==> src/design/lba_pkg.sv <==
// Shared types, constants and command/status structs of the linked block allocator.
package lba_pkg;

    // Store geometry
    localparam int DISK_BLOCKS = 256;
    localparam int BLK_W       = 8;
    localparam int CNT_W       = 9;
    localparam int ENTRY_W     = BLK_W + 1;

    // Configuration port
    localparam int ADDR_W      = 3;
    localparam int DATA_W      = 32;
    localparam logic REG_BLOCKS_IN_USE = 1'b0;
    localparam logic [CNT_W-1:0] BLOCKS_RESET = 9'd256;

    // Operation codes
    localparam logic OP_ALLOC = 1'b0;
    localparam logic OP_FREE  = 1'b1;

    // Status codes
    localparam logic [1:0] STATUS_DONE     = 2'd0;
    localparam logic [1:0] STATUS_NO_SPACE = 2'd1;
    localparam logic [1:0] STATUS_BAD_ARG  = 2'd2;

    typedef struct packed {
        logic             operation;
        logic [CNT_W-1:0] block_count;
        logic [BLK_W-1:0] start_block;
    } req_t;

    typedef struct packed {
        logic [1:0]       status;
        logic [BLK_W-1:0] first_block;
        logic [BLK_W-1:0] last_block;
        logic [CNT_W-1:0] free_count;
        logic [CNT_W-1:0] used_count;
    } rsp_t;

    // Controller to datapath
    typedef struct packed {
        logic       load_req;
        logic       set_err;
        logic [1:0] err_code;
        logic       walk_begin;
        logic       walk_step;
        logic       scan_begin;
        logic       scan_step;
        logic       alloc_close;
        logic       load_rsp;
    } cmd_t;

    // Datapath to controller
    typedef struct packed {
        logic op_free;
        logic chk_zero;
        logic chk_short;
        logic chk_bad;
        logic scan_last;
        logic walk_last;
    } stat_t;

endpackage

==> src/design/lba_datapath.sv <==
// Datapath: flag and link memories, counters, request and response registers.
module lba_datapath
(
    input  logic                          clk,
    input  logic                          rst_n,
    input  logic                          cfg_wr,
    input  logic [lba_pkg::CNT_W-1:0]     cfg_blocks,
    output logic [lba_pkg::CNT_W-1:0]     blocks_in_use,
    input  lba_pkg::req_t                 req,
    input  lba_pkg::cmd_t                 cmd,
    output lba_pkg::stat_t                stat,
    output lba_pkg::rsp_t                 rsp
);

    logic [lba_pkg::CNT_W-1:0]       free_reg, free_next;
    logic [lba_pkg::CNT_W-1:0]       used_reg, used_next;
    logic [lba_pkg::CNT_W-1:0]       mark_reg, mark_next;
    logic [lba_pkg::CNT_W-1:0]       biu_reg;
    logic [lba_pkg::CNT_W-1:0]       managed_reg;
    logic [lba_pkg::CNT_W-1:0]       managed_new;

    logic                            op_reg;
    logic [lba_pkg::CNT_W-1:0]       want_reg;
    logic [lba_pkg::BLK_W-1:0]       start_reg;
    logic [lba_pkg::BLK_W-1:0]       idx_reg;
    logic [lba_pkg::CNT_W-1:0]       taken_reg;
    logic [lba_pkg::BLK_W-1:0]       prev_reg;
    logic                            have_prev_reg;
    logic [lba_pkg::BLK_W-1:0]       head_reg;
    logic [lba_pkg::BLK_W-1:0]       tail_reg;
    logic [lba_pkg::BLK_W-1:0]       cur_reg;
    logic [1:0]                      code_reg;
    lba_pkg::rsp_t                   rsp_reg;

    logic                            flag_mem [lba_pkg::DISK_BLOCKS];
    logic                            flag_rdata_reg;
    logic                            rd_valid_reg;
    logic                            flag_wr;
    logic [lba_pkg::BLK_W-1:0]       flag_addr;
    logic                            used_flag;

    logic [lba_pkg::ENTRY_W-1:0]     link_mem [lba_pkg::DISK_BLOCKS];
    logic [lba_pkg::ENTRY_W-1:0]     rdata_reg;
    logic [lba_pkg::BLK_W-1:0]       rd_addr;
    logic                            wr_en;
    logic [lba_pkg::ENTRY_W-1:0]     wr_data;

    logic                            found;
    logic                            walk_live;
    logic [lba_pkg::BLK_W-1:0]       link;
    logic                            link_end;

    // Managed size, limited to the store
    assign managed_new = (cfg_blocks > lba_pkg::CNT_W'(lba_pkg::DISK_BLOCKS))
                         ? lba_pkg::CNT_W'(lba_pkg::DISK_BLOCKS) : cfg_blocks;

    // Flags at or above the high-water mark were never set since the last clear
    assign used_flag = rd_valid_reg && flag_rdata_reg;
    assign found     = !used_flag;
    assign walk_live = used_flag;
    assign link      = rdata_reg[lba_pkg::BLK_W-1:0];
    assign link_end  = rdata_reg[lba_pkg::BLK_W];

    // Status toward the controller
    always_comb
    begin
        stat.op_free   = (op_reg == lba_pkg::OP_FREE);
        stat.chk_zero  = (want_reg == '0);
        stat.chk_short = (free_reg < want_reg);
        stat.chk_bad   = ({1'b0, start_reg} >= managed_reg) || !used_flag;
        stat.scan_last = found && ((taken_reg + 1'b1) == want_reg);
        stat.walk_last = !walk_live || link_end || ({1'b0, link} >= managed_reg)
                         || (link == cur_reg);
    end

    // Read address: scan runs one block ahead, walk follows the link just read
    always_comb
    begin
        if (cmd.walk_step)
        begin
            rd_addr = link;
        end
        else if (cmd.scan_step)
        begin
            rd_addr = idx_reg + 1'b1;
        end
        else if (cmd.scan_begin)
        begin
            rd_addr = idx_reg;
        end
        else if (cmd.load_req)
        begin
            rd_addr = req.start_block;
        end
        else
        begin
            rd_addr = start_reg;
        end
        flag_wr   = (cmd.scan_step && found) || (cmd.walk_step && walk_live);
        flag_addr = cmd.scan_step ? idx_reg : cur_reg;
        wr_en     = (cmd.scan_step && found && have_prev_reg) || cmd.alloc_close;
        wr_data   = cmd.alloc_close ? {1'b1, {lba_pkg::BLK_W{1'b0}}} : {1'b0, idx_reg};
    end

    always_ff @(posedge clk)
    begin
        if (flag_wr)
        begin
            flag_mem[flag_addr] <= cmd.scan_step;
        end
        if (wr_en)
        begin
            link_mem[prev_reg] <= wr_data;
        end
        flag_rdata_reg <= flag_mem[rd_addr];
        rd_valid_reg   <= ({1'b0, rd_addr} < mark_reg);
        rdata_reg      <= link_mem[rd_addr];
    end

    // Counters and high-water mark
    always_comb
    begin
        free_next = free_reg;
        used_next = used_reg;
        mark_next = mark_reg;
        if (cfg_wr)
        begin
            free_next = managed_new;
            used_next = '0;
            mark_next = '0;
        end
        else if (cmd.scan_step)
        begin
            if (found && ({1'b0, idx_reg} >= mark_reg))
            begin
                mark_next = {1'b0, idx_reg} + 1'b1;
            end
        end
        else if (cmd.alloc_close)
        begin
            free_next = free_reg - taken_reg;
            used_next = used_reg + taken_reg;
        end
        else if (cmd.walk_step && walk_live)
        begin
            free_next = free_reg + 1'b1;
            if (used_reg != '0)
            begin
                used_next = used_reg - 1'b1;
            end
        end
    end

    always_ff @(posedge clk or negedge rst_n)
    begin
        if (!rst_n)
        begin
            free_reg    <= lba_pkg::BLOCKS_RESET;
            used_reg    <= '0;
            mark_reg    <= '0;
            biu_reg     <= lba_pkg::BLOCKS_RESET;
            managed_reg <= lba_pkg::BLOCKS_RESET;
        end
        else
        begin
            free_reg <= free_next;
            used_reg <= used_next;
            mark_reg <= mark_next;
            if (cfg_wr)
            begin
                biu_reg     <= cfg_blocks;
                managed_reg <= managed_new;
            end
        end
    end

    // Request, scan and walk registers
    always_ff @(posedge clk)
    begin
        if (cmd.load_req)
        begin
            op_reg        <= req.operation;
            want_reg      <= req.block_count;
            start_reg     <= req.start_block;
            idx_reg       <= '0;
            taken_reg     <= '0;
            have_prev_reg <= 1'b0;
            head_reg      <= '0;
            tail_reg      <= '0;
            code_reg      <= lba_pkg::STATUS_DONE;
        end
        if (cmd.set_err)
        begin
            code_reg <= cmd.err_code;
        end
        if (cmd.scan_step)
        begin
            idx_reg <= idx_reg + 1'b1;
            if (found)
            begin
                if (!have_prev_reg)
                begin
                    head_reg <= idx_reg;
                end
                prev_reg      <= idx_reg;
                have_prev_reg <= 1'b1;
                taken_reg     <= taken_reg + 1'b1;
            end
        end
        if (cmd.alloc_close)
        begin
            tail_reg <= prev_reg;
        end
        if (cmd.walk_begin)
        begin
            cur_reg  <= start_reg;
            head_reg <= start_reg;
        end
        if (cmd.walk_step)
        begin
            if (walk_live)
            begin
                tail_reg <= cur_reg;
            end
            cur_reg <= link;
        end
        if (cmd.load_rsp)
        begin
            rsp_reg.status      <= code_reg;
            rsp_reg.first_block <= head_reg;
            rsp_reg.last_block  <= tail_reg;
            rsp_reg.free_count  <= free_reg;
            rsp_reg.used_count  <= used_reg;
        end
    end

    assign rsp           = rsp_reg;
    assign blocks_in_use = biu_reg;

endmodule

==> src/design/lba_controller.sv <==
// Controller: sequences checks, allocation scan, free walk and response handoff.
module lba_controller
(
    input  logic           clk,
    input  logic           rst_n,
    input  logic           req_valid,
    output logic           req_ready,
    output logic           rsp_valid,
    input  logic           rsp_ready,
    input  lba_pkg::stat_t stat,
    output lba_pkg::cmd_t  cmd
);

    typedef enum logic [2:0] {
        IDLE,
        CHECK,
        ALLOC_SCAN,
        ALLOC_TAIL,
        FREE_WALK,
        FINISH
    } state_t;

    state_t state_reg, state_next;
    logic   rsp_valid_reg, rsp_valid_next;

    // Next state and commands
    always_comb
    begin
        state_next = state_reg;
        cmd        = '0;
        case (state_reg)
            IDLE:
            begin
                if (req_valid)
                begin
                    cmd.load_req = 1'b1;
                    state_next   = CHECK;
                end
            end
            CHECK:
            begin
                if (stat.op_free)
                begin
                    if (stat.chk_bad)
                    begin
                        cmd.set_err  = 1'b1;
                        cmd.err_code = lba_pkg::STATUS_BAD_ARG;
                        state_next   = FINISH;
                    end
                    else
                    begin
                        cmd.walk_begin = 1'b1;
                        state_next     = FREE_WALK;
                    end
                end
                else if (stat.chk_zero)
                begin
                    cmd.set_err  = 1'b1;
                    cmd.err_code = lba_pkg::STATUS_BAD_ARG;
                    state_next   = FINISH;
                end
                else if (stat.chk_short)
                begin
                    cmd.set_err  = 1'b1;
                    cmd.err_code = lba_pkg::STATUS_NO_SPACE;
                    state_next   = FINISH;
                end
                else
                begin
                    cmd.scan_begin = 1'b1;
                    state_next     = ALLOC_SCAN;
                end
            end
            ALLOC_SCAN:
            begin
                cmd.scan_step = 1'b1;
                if (stat.scan_last)
                begin
                    state_next = ALLOC_TAIL;
                end
            end
            ALLOC_TAIL:
            begin
                cmd.alloc_close = 1'b1;
                state_next      = FINISH;
            end
            FREE_WALK:
            begin
                cmd.walk_step = 1'b1;
                if (stat.walk_last)
                begin
                    state_next = FINISH;
                end
            end
            FINISH:
            begin
                if (!rsp_valid_reg || rsp_ready)
                begin
                    cmd.load_rsp = 1'b1;
                    state_next   = IDLE;
                end
            end
            default:
            begin
                state_next = IDLE;
            end
        endcase
    end

    // Hold the response valid until taken
    always_comb
    begin
        if (cmd.load_rsp)
        begin
            rsp_valid_next = 1'b1;
        end
        else if (rsp_ready)
        begin
            rsp_valid_next = 1'b0;
        end
        else
        begin
            rsp_valid_next = rsp_valid_reg;
        end
    end

    always_ff @(posedge clk or negedge rst_n)
    begin
        if (!rst_n)
        begin
            state_reg     <= IDLE;
            rsp_valid_reg <= 1'b0;
        end
        else
        begin
            state_reg     <= state_next;
            rsp_valid_reg <= rsp_valid_next;
        end
    end

    assign req_ready = (state_reg == IDLE);
    assign rsp_valid = rsp_valid_reg;

endmodule

==> src/design/linked_block_allocator_unit.sv <==
// Top level of the linked block allocator: register port, controller and datapath.
//
//  channel  | handshake             | payload
//  ---------+-----------------------+--------------------------------
//  request  | req_valid / req_ready | req  (operation, count, start)
//  response | rsp_valid / rsp_ready | rsp  (status, blocks, counts)
//  config   | psel/penable/pwrite   | paddr, pwdata, prdata
//
// One request at a time. Errors go from the check state to the final state, which loads the response register.
// Allocate scans the flags from block 0 up to the highest block taken: one flag read per cycle.
// Free walks the chain block by block and also reads the free block that stops a walk.
// Reset and a size write only clear a high-water mark; flags at or above it read as free.
// A held response does not block the next request; the next one waits in
// its final state until the response register is taken.
module linked_block_allocator_unit
(
    input  logic                        clk,
    input  logic                        rst_n,
    input  logic                        psel,
    input  logic                        penable,
    input  logic                        pwrite,
    input  logic [lba_pkg::ADDR_W-1:0]  paddr,
    input  logic [lba_pkg::DATA_W-1:0]  pwdata,
    output logic [lba_pkg::DATA_W-1:0]  prdata,
    output logic                        pready,
    input  logic                        req_valid,
    output logic                        req_ready,
    input  lba_pkg::req_t               req,
    output logic                        rsp_valid,
    input  logic                        rsp_ready,
    output lba_pkg::rsp_t               rsp
);

    lba_pkg::cmd_t              cmd;
    lba_pkg::stat_t             stat;
    logic                       cfg_wr;
    logic [lba_pkg::CNT_W-1:0]  blocks_in_use;

    // Decode register writes and reads
    assign pready = 1'b1;
    assign cfg_wr = psel && penable && pwrite && (paddr[2] == lba_pkg::REG_BLOCKS_IN_USE);
    assign prdata = (paddr[2] == lba_pkg::REG_BLOCKS_IN_USE)
                    ? {{(lba_pkg::DATA_W-lba_pkg::CNT_W){1'b0}}, blocks_in_use}
                    : '0;

    lba_controller u_ctrl
    (
        .clk       (clk),
        .rst_n     (rst_n),
        .req_valid (req_valid),
        .req_ready (req_ready),
        .rsp_valid (rsp_valid),
        .rsp_ready (rsp_ready),
        .stat      (stat),
        .cmd       (cmd)
    );

    lba_datapath u_dp
    (
        .clk           (clk),
        .rst_n         (rst_n),
        .cfg_wr        (cfg_wr),
        .cfg_blocks    (pwdata[lba_pkg::CNT_W-1:0]),
        .blocks_in_use (blocks_in_use),
        .req           (req),
        .cmd           (cmd),
        .stat          (stat),
        .rsp           (rsp)
    );

endmodule

==> config.mk <==
export PLATFORM = sky130hd
export DESIGN_NAME = linked_block_allocator_unit
export DESIGN_NICKNAME = d
export VERILOG_FILES = /design/src/design/lba_pkg.sv /design/src/design/lba_datapath.sv /design/src/design/lba_controller.sv /design/src/design/linked_block_allocator_unit.sv
export SDC_FILE = /design/constraint.sdc
export NUM_CORES = 2
export LEC_CHECK = 0
export BUFFER_PORTS_ARGS = -buffer_cell sky130_fd_sc_hd__buf_2
export CAP_MARGIN = 20
export CORE_MARGIN = 1.5
export CORE_UTILIZATION = 50
export CTS_CLUSTER_SIZE = 25
export DETAILED_ROUTE_END_ITERATION = 12
export PLACE_DENSITY = 0.72
export SLEW_MARGIN = 5
export SYNTH_ARGS = -nofsm -noshare
export SYNTH_HDL_FRONTEND = slang
export SYNTH_HIERARCHICAL = 1
export SYNTH_SLANG_ARGS = --single-unit
==> constraint.sdc <==
create_clock -name clk -period 47.8 [get_ports clk]
set_input_delay 2.39 -clock clk [delete_from_list [all_inputs] [get_ports clk]]
set_output_delay 2.39 -clock clk [all_outputs]
set_load 0.05 [all_outputs]
==> impl_metrics.json <==
{
  "firstDrtPassIters": 8,
  "start_util": 0.504,
  "slowest_stage": "buf_4",
  "cts_buffers": 294,
  "leakagePower_uw": 0.0413,
  "worst_pin_slew_ps": 1370,
  "post_cts_buffers": 0,
  "design_area_sq_um": 123000,
  "outcome": "completed",
  "cp_max_fo": 134,
  "insertion_delay_ps": 960,
  "final-setup-viol-count": 0,
  "slew_viol_final": 0,
  "relSlewSlack": 0.0882,
  "p_sw_uw": 4080,
  "fin_crit_sh": 0.186,
  "min_period_ps": 8870,
  "cts_tree": "yes",
  "fp.coreArea_sq_um": 220000,
  "fillers": 17000,
  "ant_nets": 0,
  "wl_per_cell_um": 27.1,
  "die_y_um": 474,
  "synthArstFlopShare": 0.0180,
  "grt_pass1_vias": 68000,
  "slowest_delay_ps": 830,
  "largest_reg_flops": 2304,
  "ys_seq_elements": 2726,
  "cts.htree.levels": 5,
  "p_per_area_nw_per_um2": 75.4,
  "crit_type": "reg -> reg",
  "ys_seq_area_frac": 0.731,
  "synth-edff-count": 2632,
  "drt_wl_total_um": 308000,
  "synth_most_common_cell": "edfxtp_1",
  "cts.clk_slew.worst_paths_ps": 60,
  "yosys_warnings": 6,
  "clkPwrFrac": 0.229,
  "skew_ps": 57.6,
  "hpwlAfterDp_um": 174000,
  "drv_cap": 0,
  "synth_commonest_cells": "edfxtp_1 (2,632), nand2_1 (1,773), nor2_1 (609)",
  "crit_arrival_ps": 9670,
  "fin_setup_tns_ps": 0,
  "swShare": 0.439,
  "root_buffer": "clkbuf_16",
  "synth_top_area_frac": 0.712,
  "drive_above_1_share": 0.0840,
  "fin_util": 0.559,
  "syn_area_per_cell_sq_um": 13.5,
  "synth_largest_area_cell": "edfxtp_1",
  "cts.sinks": 2726,
  "hold_violations": 0,
  "io_buffers": 81,
  "syn-cell-area_sq_um": 111000,
  "rsz0062_at_grt": "false",
  "cts.path.max_buffers": 4,
  "syn_to_final_growth_pct": 10.8,
  "setup.worst_path.end_class": "flip-flop",
  "power_uw": 9270,
  "die_area_sq_um": 225000,
  "routed_via_density": 6.30,
  "startpoint_type": "flip-flop",
  "holdBufCountCts": 0,
  "internal_power_uw": 5200,
  "cp_common_cell": "buf_4",
  "antenna_found_initial": 12,
  "placed_cell_area_sq_um": 114000,
  "grt_pass1_wl_um": 447000,
  "combPwrFrac": 0.463,
  "hp-class": "reg -> reg",
  "fmax_mhz": 113,
  "drc": 0,
  "grt_max_degree": 288,
  "place_congestion": 0.905,
  "first_iter_violations": 10600,
  "power_frac_seq": 0.309,
  "critPathRequiredTime_ps": 48590,
  "ys_types": 86,
  "synthTopCellsByArea": "edfxtp_1 (71%), nand2_1 (6.0%), mux2i_1 (2.8%)",
  "grt-ovfl-total": 0,
  "cts_resized": 0,
  "boundaryPins": 131,
  "grt.total_usage": 0.269,
  "synthCells": 8243,
  "ir_drop_v": 0.000112,
  "synth_ff_type": "edfxtp_1",
  "vias": 71700,
  "die_x_um": 474,
  "layout.nets": 8325,
  "num_rows": 172
}
-- cell usage in the layout, fill, tap and decap left out, types with 28 or more instances in the layout --
cell | netlist | final
a32o_1 | 34 | 33
a21oi_1 | 146 | 146
a311oi_1 | 97 | 97
clkinv_1 | 0 | 58
nand3_1 | 552 | 546
a32oi_1 | 148 | 148
a31oi_1 | 72 | 72
xnor2_1 | 30 | 30
nand4_1 | 105 | 105
a211oi_1 | 102 | 102
a221oi_1 | 76 | 76
inv_1 | 67 | 66
buf_4 | 29 | 133
buf_2 | 229 | 81
mux2i_1 | 312 | 312
dfxtp_1 | 45 | 45
o21ai_0 | 128 | 128
clkbuf_16 | 0 | 298
ha_1 | 57 | 57
clkinv_2 | 0 | 39
o22ai_1 | 52 | 52
nand2_1 | 1773 | 1770
nor3_1 | 42 | 42
clkbuf_1 | 230 | 72
and3_1 | 152 | 151
edfxtp_1 | 2632 | 2632
dfrtp_1 | 46 | 46
nor2_1 | 609 | 596
nand2b_1 | 28 | 28
-- critical path: cells and delay by family (launching register included) --
family                     cells  cell delay [ps]
AOI/OAI and AO/OA             10             1130
buffers and inverters          6             3430
muxes                          1              270
DFF                            1              460
and+or+nand+nor               10             2640
adders and majority gates      1              310
-- per-stage QoR --
| stage | setup slack [ps] | hold slack, ps | std cells |
|---|---|---|---|
| after global placement | 38650 | 412 | 10900 |
| final | 38930 | 422 | 11400 |
| after global routing | 38450 | 430 | 11400 |
| after CTS | 39000 | 425 | 11400 |
| after detailed placement | 38590 | 412 | 10900 |
| after floorplan | 32430 | 400 | 8265 |
-- layer usage --
metal | track usage | wire [um]
met3 | 0.0694 | 39200
met5 | 0 | 118
met2 | 0.413 | 141000
met1 | 0.359 | 113000
met4 | 0.128 | 14700
-- final timing paths --
path                                              start  slack [ps]  cells after the start                           end
hold / removal                 u_dp/head_reg[3]$_DFF_P_         420                      0        u_dp/rsp[29]$_DFFE_PP_
hold reg to reg                u_dp/head_reg[3]$_DFF_P_         420                      0        u_dp/rsp[29]$_DFFE_PP_
setup / recovery           u_dp/free_reg[1]$_DFFE_PN0P_       38930                     28   u_dp/flag_rdata_reg$_DFF_P_
setup reg to reg           u_dp/free_reg[1]$_DFFE_PN0P_       38930                     28   u_dp/flag_rdata_reg$_DFF_P_
max in group asynchronous                         rst_n       45720                      2  u_dp/mark_reg[6]$_DFFE_PN0P_
min in group asynchronous                         rst_n        1610                      2  u_dp/used_reg[5]$_DFFE_PN0P_
-- cells by family after synthesis --
| logic type | count (synthesis) | share of synthesized area |
|---|---|---|
| compound gates | 1037 | 0.0683 |
| xor+xnor | 43 | 0.00339 |
| fa+ha+maj | 59 | 0.00678 |
| buf+inv | 656 | 0.0258 |
| flops | 2726 | 0.731 |
| mux | 353 | 0.0343 |
| other cells | 2 | 0.0000676 |
| simple gates | 3367 | 0.130 |
-- cell type report --
cell class                 count  area (sq um)  share of cell area
timing repair buffer         232          1740              0.0141
inverter                      69           274             0.00223
tap                         2958          3700              0.0301
antenna                       12          30.0            0.000244
clock buffer                 370          7730              0.0628
clock inverter               127          1060             0.00865
sequential                  2726         81200               0.660
multi-input combinational   4883         27300               0.222
-- power groups by stage --
stage | sequential, uW | clock [uW] | combinational, uW
floorplan | 2970 | 0 | 2550
global placement | 2910 | 0 | 4080
detailed placement | 2910 | 0 | 4140
CTS | 2860 | 2140 | 4160
global route | 2860 | 2230 | 4470
finish | 2860 | 2120 | 4290
Note: power is estimated with default switching activity, not from simulation.
